--- config.mk ---
export PLATFORM = sky130hd
export DESIGN_NAME = pwm_duty_regulator_soft_start_top
export DESIGN_NICKNAME = d
export VERILOG_FILES = /design/src/rtl/pdr_pkg.sv /design/src/rtl/pdr_cfg.sv /design/src/rtl/pdr_core.sv /design/src/rtl/pwm_duty_regulator_soft_start_top.sv
export VERILOG_INCLUDE_DIRS = /design/src /design/src/rtl
export SDC_FILE = /design/constraint.sdc
export NUM_CORES = 1
export LEC_CHECK = 0
export BUFFER_PORTS_ARGS = -buffer_cell sky130_fd_sc_hd__buf_2
export CAP_MARGIN = 15
export CORE_ASPECT_RATIO = 0.8
export CORE_UTILIZATION = 41
export CTS_BUF_LIST = sky130_fd_sc_hd__clkbuf_8
export DETAILED_ROUTE_END_ITERATION = 8
export GPL_ROUTABILITY_DRIVEN = 0
export PLACE_DENSITY_LB_ADDON = 0.25
export SKIP_CTS_REPAIR_TIMING = 1
export SLEW_MARGIN = 5
export SYNTH_ARGS = -nofsm -noshare
export SYNTH_HDL_FRONTEND = slang
export SYNTH_SLANG_ARGS = --single-unit
--- constraint.sdc ---
create_clock -name clk_i -period 4.2 [get_ports clk_i]
set_clock_uncertainty 0.2 [all_clocks]
set_input_delay 0.63 -clock clk_i [delete_from_list [all_inputs] [get_ports clk_i]]
set_output_delay 0.63 -clock clk_i [all_outputs]
set_load 0.005 [all_outputs]
--- src/rtl/pwm_duty_regulator_soft_start_top_assert.svh ---
// Assertion macros shared by the duty regulator RTL.
`ifndef PWM_DUTY_REGULATOR_SOFT_START_TOP_ASSERT_SVH
`define PWM_DUTY_REGULATOR_SOFT_START_TOP_ASSERT_SVH

`ifndef ASSERT_OFF
// Checked property, off while reset is asserted.
`define PDR_ASSERT(lbl, clk, rst_n, prop) \
  lbl: assert property (@(posedge clk) disable iff (!rst_n) prop) \
    else $error("pdr assertion failed");
// Checked property, active in reset as well.
`define PDR_ASSERT_ALWAYS(lbl, clk, prop) \
  lbl: assert property (@(posedge clk) prop) \
    else $error("pdr assertion failed");
`else
`define PDR_ASSERT(lbl, clk, rst_n, prop)
`define PDR_ASSERT_ALWAYS(lbl, clk, prop)
`endif

`endif

--- src/rtl/pdr_pkg.sv ---
// Shared types and constants of the duty regulator.
package pdr_pkg;

  localparam int unsigned ADDR_W  = 5;
  localparam int unsigned DATA_W  = 32;
  localparam int unsigned LEVEL_W = 10;
  localparam int unsigned DUTY_W  = 8;

  localparam logic KIND_SAMPLE = 1'b0;
  localparam logic KIND_TICK   = 1'b1;

  typedef enum logic [2:0] {
    REG_TARGET_LEVEL  = 3'd0,
    REG_DUTY_MAX      = 3'd1,
    REG_LIMIT_STEP    = 3'd2,
    REG_LIMIT_INIT    = 3'd3,
    REG_RESTART_TICKS = 3'd4
  } reg_idx_e;

  localparam logic [LEVEL_W-1:0] TARGET_LEVEL_RST  = 10'd512;
  localparam logic [DUTY_W-1:0]  DUTY_MAX_RST      = 8'd127;
  localparam logic [DUTY_W-1:0]  LIMIT_STEP_RST    = 8'd16;
  localparam logic [DUTY_W-1:0]  LIMIT_INIT_RST    = 8'd0;
  localparam logic [DUTY_W-1:0]  RESTART_TICKS_RST = 8'd100;

  typedef struct packed {
    logic [LEVEL_W-1:0] target_level;
    logic [DUTY_W-1:0]  duty_max;
    logic [DUTY_W-1:0]  limit_step;
    logic [DUTY_W-1:0]  limit_init;
    logic [DUTY_W-1:0]  restart_ticks;
  } cfg_t;

  typedef struct packed {
    logic [DUTY_W-1:0] duty;
    logic              on_target;
    logic              ramping;
  } result_t;

endpackage

--- src/rtl/pdr_cfg.sv ---
// APB register file holding the regulator settings.
module pdr_cfg (
  input  logic                       clk_i,
  input  logic                       rst_ni,
  input  logic                       psel,
  input  logic                       penable,
  input  logic                       pwrite,
  input  logic [pdr_pkg::ADDR_W-1:0] paddr,
  input  logic [pdr_pkg::DATA_W-1:0] pwdata,
  output logic [pdr_pkg::DATA_W-1:0] prdata,
  output logic                       pready,
  output pdr_pkg::cfg_t              cfg_o
);
  import pdr_pkg::*;

  cfg_t     cfg_q;
  logic     wr_en;
  reg_idx_e idx;

  assign idx    = reg_idx_e'(paddr[ADDR_W-1:2]);
  assign wr_en  = psel & penable & pwrite;
  assign pready = 1'b1;
  assign cfg_o  = cfg_q;

  always_ff @(posedge clk_i or negedge rst_ni) begin
    if (!rst_ni) begin
      cfg_q.target_level  <= TARGET_LEVEL_RST;
      cfg_q.duty_max      <= DUTY_MAX_RST;
      cfg_q.limit_step    <= LIMIT_STEP_RST;
      cfg_q.limit_init    <= LIMIT_INIT_RST;
      cfg_q.restart_ticks <= RESTART_TICKS_RST;
    end else if (wr_en) begin
      case (idx)
        REG_TARGET_LEVEL:  cfg_q.target_level  <= pwdata[LEVEL_W-1:0];
        REG_DUTY_MAX:      cfg_q.duty_max      <= pwdata[DUTY_W-1:0];
        REG_LIMIT_STEP:    cfg_q.limit_step    <= pwdata[DUTY_W-1:0];
        REG_LIMIT_INIT:    cfg_q.limit_init    <= pwdata[DUTY_W-1:0];
        REG_RESTART_TICKS: cfg_q.restart_ticks <= pwdata[DUTY_W-1:0];
        default: ;
      endcase
    end
  end

  always_comb begin
    case (idx)
      REG_TARGET_LEVEL:  prdata = {{(DATA_W-LEVEL_W){1'b0}}, cfg_q.target_level};
      REG_DUTY_MAX:      prdata = {{(DATA_W-DUTY_W){1'b0}}, cfg_q.duty_max};
      REG_LIMIT_STEP:    prdata = {{(DATA_W-DUTY_W){1'b0}}, cfg_q.limit_step};
      REG_LIMIT_INIT:    prdata = {{(DATA_W-DUTY_W){1'b0}}, cfg_q.limit_init};
      REG_RESTART_TICKS: prdata = {{(DATA_W-DUTY_W){1'b0}}, cfg_q.restart_ticks};
      default:           prdata = '0;
    endcase
  end

endmodule

--- src/rtl/pdr_core.sv ---
// Regulator state and the update it makes for each item.
module pdr_core (
  input  logic                        clk_i,
  input  logic                        rst_ni,
  input  logic                        step_i,
  input  logic                        kind_i,
  input  logic [pdr_pkg::LEVEL_W-1:0] sample_i,
  input  pdr_pkg::cfg_t               cfg_i,
  output pdr_pkg::result_t            res_o
);
  import pdr_pkg::*;

  `include "pwm_duty_regulator_soft_start_top_assert.svh"

  logic [DUTY_W-1:0]  duty_target_q, duty_target_d;
  logic [LEVEL_W-1:0] last_level_q, last_level_d;
  logic [DUTY_W-1:0]  ramp_count_q, ramp_count_d;
  logic [DUTY_W-1:0]  duty_limit_q, duty_limit_d;
  logic               in_band_q, in_band_d;

  logic               above, below;
  logic [DUTY_W:0]    limit_sum;

  // deadband compares, one bit wider so the +1 cannot wrap
  assign above = {1'b0, sample_i} > ({1'b0, cfg_i.target_level} + 11'd1);
  assign below = ({1'b0, sample_i} + 11'd1) < {1'b0, cfg_i.target_level};
  assign limit_sum = {1'b0, duty_limit_q} + {1'b0, cfg_i.limit_step};

  always_comb begin
    duty_target_d = duty_target_q;
    last_level_d  = last_level_q;
    ramp_count_d  = ramp_count_q;
    duty_limit_d  = duty_limit_q;
    in_band_d     = in_band_q;
    if (kind_i == KIND_SAMPLE) begin
      last_level_d = sample_i;
      if (above) begin
        if (duty_target_q != '0) duty_target_d = duty_target_q - 8'd1;
        in_band_d = 1'b0;
      end else if (below) begin
        if (duty_target_q < cfg_i.duty_max) duty_target_d = duty_target_q + 8'd1;
        in_band_d = 1'b0;
      end else begin
        in_band_d = 1'b1;
      end
    end else begin
      if (ramp_count_q != '0) begin
        ramp_count_d = ramp_count_q - 8'd1;
        duty_limit_d = limit_sum[DUTY_W] ? {DUTY_W{1'b1}} : limit_sum[DUTY_W-1:0];
      end else begin
        duty_limit_d = cfg_i.duty_max;
      end
      // open-circuit restart
      if (ramp_count_d == '0 && last_level_q == '0) begin
        ramp_count_d = cfg_i.restart_ticks;
        duty_limit_d = cfg_i.limit_init;
      end
    end
  end

  always_ff @(posedge clk_i or negedge rst_ni) begin
    if (!rst_ni) begin
      duty_target_q <= '0;
      last_level_q  <= '0;
      ramp_count_q  <= LIMIT_STEP_RST;
      duty_limit_q  <= LIMIT_INIT_RST;
      in_band_q     <= 1'b0;
    end else if (step_i) begin
      duty_target_q <= duty_target_d;
      last_level_q  <= last_level_d;
      ramp_count_q  <= ramp_count_d;
      duty_limit_q  <= duty_limit_d;
      in_band_q     <= in_band_d;
    end
  end

  assign res_o.duty      = (duty_target_d < duty_limit_d) ? duty_target_d : duty_limit_d;
  assign res_o.on_target = in_band_d;
  assign res_o.ramping   = (ramp_count_d != '0);

  `PDR_ASSERT(a_duty_clamped, clk_i, rst_ni, step_i |-> (res_o.duty <= duty_limit_d && res_o.duty <= duty_target_d))
  `PDR_ASSERT(a_sample_keeps_ramp, clk_i, rst_ni, (step_i && kind_i == KIND_SAMPLE) |=> (ramp_count_q == $past(ramp_count_q) && duty_limit_q == $past(duty_limit_q)))
  `PDR_ASSERT(a_tick_keeps_target, clk_i, rst_ni, (step_i && kind_i == KIND_TICK) |=> (duty_target_q == $past(duty_target_q) && in_band_q == $past(in_band_q)))

endmodule

--- src/rtl/pwm_duty_regulator_soft_start_top.sv ---
// Top level of the soft-start PWM duty regulator.
// Data path: an accepted item waits in the input register; the core computes
// its result from the state, and the result register takes it and drives
// the outputs. While the result register is full and out_stall_i is high,
// the input register holds. Throughput: one item per cycle when not stalled.
// Reset (rst_ni low, async): settings return to defaults, duty target and
// last level clear, ramp count loads 16 and the duty limit loads 0.
module pwm_duty_regulator_soft_start_top (
  input  logic                        clk_i,
  input  logic                        rst_ni,
  // item input
  input  logic                        in_valid_i,
  output logic                        in_stall_o,
  input  logic                        kind_i,
  input  logic [pdr_pkg::LEVEL_W-1:0] sample_i,
  // result output
  output logic                        out_valid_o,
  input  logic                        out_stall_i,
  output logic [pdr_pkg::DUTY_W-1:0]  duty_o,
  output logic                        on_target_o,
  output logic                        ramping_o,
  // register port
  input  logic                        psel,
  input  logic                        penable,
  input  logic                        pwrite,
  input  logic [pdr_pkg::ADDR_W-1:0]  paddr,
  input  logic [pdr_pkg::DATA_W-1:0]  pwdata,
  output logic [pdr_pkg::DATA_W-1:0]  prdata,
  output logic                        pready
);
  import pdr_pkg::*;

  `include "pwm_duty_regulator_soft_start_top_assert.svh"

  cfg_t               cfg;
  result_t            res;

  // input register
  logic               s1_valid_q;
  logic               s1_kind_q;
  logic [LEVEL_W-1:0] s1_sample_q;

  // result register
  logic               out_valid_q;
  result_t            out_q;

  logic               advance;   // item in the input register moves on
  logic               step;
  logic               in_take;

  assign advance    = !out_valid_q || !out_stall_i;
  assign step       = s1_valid_q && advance;
  // the input register takes a new item when empty or when it drains
  assign in_stall_o = s1_valid_q && !advance;
  assign in_take    = in_valid_i && !in_stall_o;

  pdr_cfg u_cfg (
    .clk_i   (clk_i),
    .rst_ni  (rst_ni),
    .psel    (psel),
    .penable (penable),
    .pwrite  (pwrite),
    .paddr   (paddr),
    .pwdata  (pwdata),
    .prdata  (prdata),
    .pready  (pready),
    .cfg_o   (cfg)
  );

  pdr_core u_core (
    .clk_i    (clk_i),
    .rst_ni   (rst_ni),
    .step_i   (step),
    .kind_i   (s1_kind_q),
    .sample_i (s1_sample_q),
    .cfg_i    (cfg),
    .res_o    (res)
  );

  always_ff @(posedge clk_i or negedge rst_ni) begin
    if (!rst_ni) begin
      s1_valid_q  <= 1'b0;
      out_valid_q <= 1'b0;
    end else begin
      if (advance || in_take) s1_valid_q <= in_take;
      if (advance) out_valid_q <= s1_valid_q;
    end
  end

  // payload registers, no reset
  always_ff @(posedge clk_i) begin
    if (in_take) begin
      s1_kind_q   <= kind_i;
      s1_sample_q <= sample_i;
    end
    if (step) out_q <= res;
  end

  assign out_valid_o = out_valid_q;
  assign duty_o      = out_q.duty;
  assign on_target_o = out_q.on_target;
  assign ramping_o   = out_q.ramping;

  `PDR_ASSERT_ALWAYS(a_stall_needs_item, clk_i, in_stall_o |-> s1_valid_q)
  `PDR_ASSERT(a_step_fills_out, clk_i, rst_ni, step |=> out_valid_q)
  `PDR_ASSERT(a_full_back_pressure, clk_i, rst_ni, (out_valid_q && out_stall_i && s1_valid_q) |-> in_stall_o)

endmodule
==> results of run 1 <==
[power groups by stage]
stage | clock [µW] | sequential, µW | combinational, µW
finish | 624 | 1490 | 2990
global route | 682 | 1520 | 3320
CTS | 647 | 1490 | 2890
detailed placement | 0 | 1510 | 2880
global placement | 0 | 1500 | 2840
floorplan | 0 | 1470 | 1800
[through the flow]
step | hold WS, ps | utilization | instances | instance area (µm²)
floorplan | 134 | - | 787 | 6970
global route | 185 | 0.517 | 1123 | 8310
CTS | 191 | 0.511 | 1120 | 8200
detailed placement | 258 | 0.499 | 1104 | 8020
finish | 202 | 0.517 | 1123 | 8310
global placement | 254 | 0.499 | 1104 | 8020
[cell usage in the layout (no fill, tap or decap), drive strengths merged, types with 4 or more instances in the layout]
cell type	instances
nand4	7
ha	48
or4	8
o21a	5
nor3	9
a211oi	4
nand2b	8
a22oi	19
xnor2	19
dfrtp	66
nor2b	4
a31oi	8
edfxtp	21
a21oi	45
nor2	34
a21o	7
buf	169
and2	4
o31a	4
mux2i	8
o21ai	72
mux2	30
clkbuf	9
conb	23
nand2	111
inv	50
dfstp	13
nand3	25
or2	4
xor2	4
nor4	13
o22ai	14
[Yosys cell counts, drive strengths merged (4+ instances only)]
library cell / instances
dfrtp: 66
clkbuf: 31
nor2b: 4
a211oi: 4
o22ai: 14
xor2: 4
nand3: 25
inv: 45
nor4: 13
or2: 4
o21a: 5
nor3: 9
o21ai: 72
nand4: 7
o31a: 4
and2: 4
or4: 8
a21oi: 45
xnor2: 19
mux2i: 8
edfxtp: 21
mux2: 30
nand2b: 8
nand2: 111
nor2: 34
ha: 48
a22oi: 19
a31oi: 8
dfstp: 13
a21o: 7
buf: 33
[flip-flops by register name (all words and copies together), names as in the netlist]
signal                cells
s1_sample_q              10
u_cfg.cfg_o              42
u_core.duty_target_q      8
out_valid_o               1
u_core.last_level_q      10
u_core.ramp_count_q       8
duty_o                    8
on_target_o               1
s1_kind_q                 1
ramping_o                 1
u_core.in_band_q          1
s1_valid_q                1
u_core.duty_limit_q       8
[worst max-delay path, cell delays in order (launching register included)]
cell and delay (ps):
dfrtp_1 400, buf_4 130, nand2_1 80, nor4_2 240, buf_4 170, nand3_1 90, xnor2_1 180, ha_2 300
nand3_1 80, nor4_1 50, a21oi_1 110, o211ai_1 100, buf_4 170, or2_4 270, or4_4 490, a21oi_2 140
o22ai_2 90, inv_1 110, ha_4 200, a21o_1 160, a21oi_2 150, o21ai_1 100, a21oi_2 170, a31oi_4 110
buf_6 150, mux2i_1 110
[cell families after synthesis]
kind of cell,after synthesis,share of synthesized area
compound gates,203,0.187
xor+xnor,23,0.0294
fa+ha+maj,49,0.0907
buf+inv,109,0.0740
flops,100,0.383
mux,39,0.0644
other cells,2,0.00110
simple gates,241,0.170
[worst min-delay path by stage]
stage,start,to,slack (ps)
after floorplan,rst_ni,out_valid_o,130
after global placement,u_core.last_level_q[4],u_core.last_level_q[4],250
after detailed placement,u_core.last_level_q[4],u_core.last_level_q[4],260
after CTS,sample_i[4],s1_sample_q[4],190
after global routing,sample_i[7],s1_sample_q[7],190
final,rst_ni,u_core.last_level_q[5],200
[area by class of cell]
cell class / count / area [µm²]
flip-flops and latches: 100 / 2620
inverters: 45 / 169
clock buffers: 9 / 124
clock inverters: 7 / 62.6
fillers: 1509 / 7750
multi-input cells: 578 / 3910
repair buffers: 169 / 1150
well taps: 215 / 269
[per-layer routing]
layer | part of all wire | vias up | GRT usage
met2 | 0.43 | 148 | 0.338
met3 | 0.052 | 14 | 0.0446
li1 | - | 2976 | -
met4 | 0.0090 | 0 | 0.0443
met1 | 0.51 | 2916 | 0.340
met5 | 0 | - | 0
==> qor.yml, run 1 <==
outcome:
  status: "complete, but fails checks"
  violations: "negative setup slack"
grt:
  grt_usage: 0.227
  grt_max_degree: 80
  grt_pass1_wl_mm: 30.5
  grt_pass1_vias: 5678
  gr-total-overflow: 0
  antenna_found_initial: 0
pwr:
  clockPowerShare: 0.122
  swShare: 0.425
  p_sw_uw: 2170
  p_leak_uw: 0.00379
  fin_total_pwr_uw: 5100
  ir_worst_vdd_mv: 0.378
  power_density_mw_per_mm2: 614
  comb_power_share: 0.586
  seqPwrFrac: 0.291
  p_int_uw: 2930
timing:
  slew_headroom: 0.313
  fmax_mhz: 208
  setup_slack_ps: -610
  finalMaxSlewViolations: 0
  worstMarginPinSlew_ps: 1030
  fin_setup_tns_ps: -4720
  rsz0062_at_grt: "true"
  period_share: 1.15
  final-setup-viol-count: 8
  period_needed_ps: 4810
  hold_violations: 0
place:
  pre_cts_slack_ps: -622
  hpwlAfterDp_mm: 14.5
  io_buffers: 52
setup_path:
  crit_path_start_kind: "register"
  reg2reg_from: "u_cfg.cfg_o[33]"
  r2r_end: "duty_o[0]"
  crit_fanout: 4
  critPathArrivalTime_ps: 4740
  endpoint: "duty_o[0]"
  crit_required_ps: 4130
  criticalPathCategory: "reg -> reg"
  r2r_cells: 25
  crit_start: "u_cfg.cfg_o[33]"
  regToRegSetupSlack_ps: -610
  cp-end-kind: "register"
logic_synthesis:
  synth_ff_type: "dfrtp_1"
  synth.ff_latch_count: 100
  synthArstFlopShare: 0.790
  syn_inst: 766
  yosys.cell_types.count: 65
  synth_top_area_share: 0.241
  ys_top_cells_by_area: "dfrtp_1 (24%), edfxtp_1 (9.2%), ha_1 (8.8%)"
  syn_area_per_cell_um2: 8.93
  synth_top_area_cell: "dfrtp_1"
  ys_warn_count: 0
  ys_seq_area_frac: 0.383
  syn_area_mm2: 0.00684
  synth-edff-count: 21
finish:
  nets: 1007
  syn2layout_area_growth_pct: 21.4
  antenna_cells: 0
  drive_above_1_share: 0.289
die:
  rows: 41
  die_h_um: 118
  die-area_mm2: 0.0172
  io_pins: 100
  start_util: 0.426
  die-width_um: 146
  core_area_mm2: 0.0161
cts:
  clock_latency_ps: 390
  cts.clk_slew.worst_paths_ps: 110
  clockRootBuffer: "clkbuf_8"
  cts_buffers: 9
  h-tree-depth: 3
  clockBufferDepth: 2
  clkSinkCount: 100
  cts_tree: "done"
route:
  firstDrtPassIters: 5
  drt_iter0_drc: 434
  routedWlPerCell_um: 16.9
  ant_nets: 0
  drt_wl_total_mm: 19.0
  via_per_inst: 5.39
  vias: 6054
  drcViolationCount: 0
flow_run:
  drv_cap: 0
hold_path:
  hold_class: "in -> async"
No activity file was read; power rests on OpenSTA's default activity.
==> run 2, diff against run 1 <==
SLEW_MARGIN = 20   (was 5)
clock period = 5.2 ns   (was 4.2 ns; I/O delays follow)
==> qor.yml, run 2 (synthesized netlist as in run 1, its figures left out) <==
timing:
  holdWs_ps: 192
  finalMaxSlewViolations: 0
  period_share: 0.963
  slew_headroom: 0.420
  setup_slack_ps: 192
  worstMarginPinSlew_ps: 866
  final-setup-viol-count: 0
  fmax_mhz: 200
  hold_violations: 0
  period_needed_ps: 5010
  fin_setup_tns_ps: 0
setup_path:
  r2r_end: "duty_o[1]"
  criticalPathCategory: "reg -> reg"
  crit_fanout: 8
  reg2reg_from: "u_cfg.cfg_o[33]"
  cp-end-kind: "register"
  crit_required_ps: 5120
  r2r_cells: 23
  critPathArrivalTime_ps: 4930
  crit_path_start_kind: "register"
  regToRegSetupSlack_ps: 190
pwr:
  p_int_uw: 2100
  swShare: 0.440
  seqPwrFrac: 0.343
  fin_total_pwr_uw: 3750
  power_density_mw_per_mm2: 485
  comb_power_share: 0.526
  ir_worst_vdd_mv: 0.222
  p_sw_uw: 1650
  clockPowerShare: 0.131
  p_leak_uw: 0.00346
place:
  io_buffers: 52
  hpwlAfterDp_mm: 13.5
  dp.cells: 1022
  pre_cts_slack_ps: 72.7
die:
  die-area_mm2: 0.0172
  die_h_um: 118
  io_pins: 100
  die-width_um: 146
  rows: 41
  core_area_mm2: 0.0161
  start_util: 0.426
finish:
  largest_reg_flops: 42
  final_cell_count_no_fill: 1050
  mostFrequentLayoutCells: "nand2_1 (111), o21ai_0 (71), dfrtp_1 (66), buf_2 (51), ha_1 (47)"
  syn2layout_area_growth_pct: 13.1
  drive_above_1_share: 0.223
  final_common_cell: "nand2_1"
  antenna_cells: 0
  nets: 934
outcome:
  status: "complete, no violations"
hold_path:
  hold_class: "in -> async"
route:
  vias: 5779
  ant_nets: 0
  drt_wl_total_mm: 18.1
  routedWlPerCell_um: 17.3
  firstDrtPassIters: 5
  drcViolationCount: 0
  via_per_inst: 5.50
  drt_iter0_drc: 359
cts:
  cts_buffers: 9
  h-tree-depth: 3
  cts.clk_slew.worst_paths_ps: 110
  clkSinkCount: 100
  clockBufferDepth: 2
  cts_tree: "done"
  clock_latency_ps: 390
  clockRootBuffer: "clkbuf_8"
grt:
  gr-total-overflow: 0
  grt_pass1_wl_mm: 29.4
  grt_pass1_vias: 5362
  antenna_found_initial: 0
  grt_usage: 0.216
  grt_max_degree: 48
flow_run:
  drv_cap: 0
==> run 2: cell types whose count changed in the layout (fill, tap and decap cells not counted), sizes merged <==
cell    change
buf        -73
clkinv      +1
inv         -1
==> run 2: metrics by stage <==
stage,instance area [µm²],utilization
after floorplan,6920,-
after global placement,7370,0.459
after detailed placement,7370,0.459
after CTS,7550,0.471
after global routing,7740,0.482
final,7740,0.482
==> run 2: layout make-up <==
cell class              instances  area (µm²)
clock buffers                   9         124
clock inverters                 7        61.3
fillers                      1562        8310
inverters                      45         169
multi-input cells             578        3900
flip-flops and latches        100        2620
well taps                     215         269
repair buffers                 96         593
==> run 2: layer usage <==
layer	track usage	up-vias	wire length [µm]
li1	-	2825	-
met1	0.328	2780	9180
met2	0.319	155	7840
met3	0.0384	19	915
met4	0.0456	0	195
met5	0	-	0
==> run 2: worst max-delay path by stage <==
stage	start	to	slack [ps]
after floorplan	u_cfg.cfg_o[32]	duty_o[0]	520
after global placement	u_cfg.cfg_o[32]	duty_o[5]	110
after detailed placement	u_cfg.cfg_o[32]	duty_o[0]	70
after CTS	u_cfg.cfg_o[32]	duty_o[0]	20
after global routing	s1_sample_q[0]	duty_o[0]	-60
final	u_cfg.cfg_o[33]	duty_o[1]	190
==> run 2: worst max-delay path, stage by stage, from the launching register on <==
cell      delay (ps)
dfrtp_1          420
ha_2             200
and3_4           200
nand3_2          100
xnor2_2          240
ha_1             280
nand3_1          130
o22ai_1           80
or4_1            410
o211ai_1         200
buf_4            170
and2_4           150
a41oi_2          140
nand3b_1         190
o211ai_1         190
inv_1             80
ha_1             180
a21o_1           190
a21o_1           190
a21oi_2          150
o21ai_0          110
a21oi_2          170
a31oi_4          190
mux2i_1          180
==> run 2: power by group through the flow <==
| stage | logic (µW) | clock network (µW) | registers [µW] |
|---|---|---|---|
| floorplan | 1420 | 0 | 1180 |
| global placement | 1860 | 0 | 1300 |
| detailed placement | 1880 | 0 | 1300 |
| CTS | 1900 | 505 | 1290 |
| global route | 2220 | 535 | 1320 |
| finish | 1980 | 490 | 1290 |
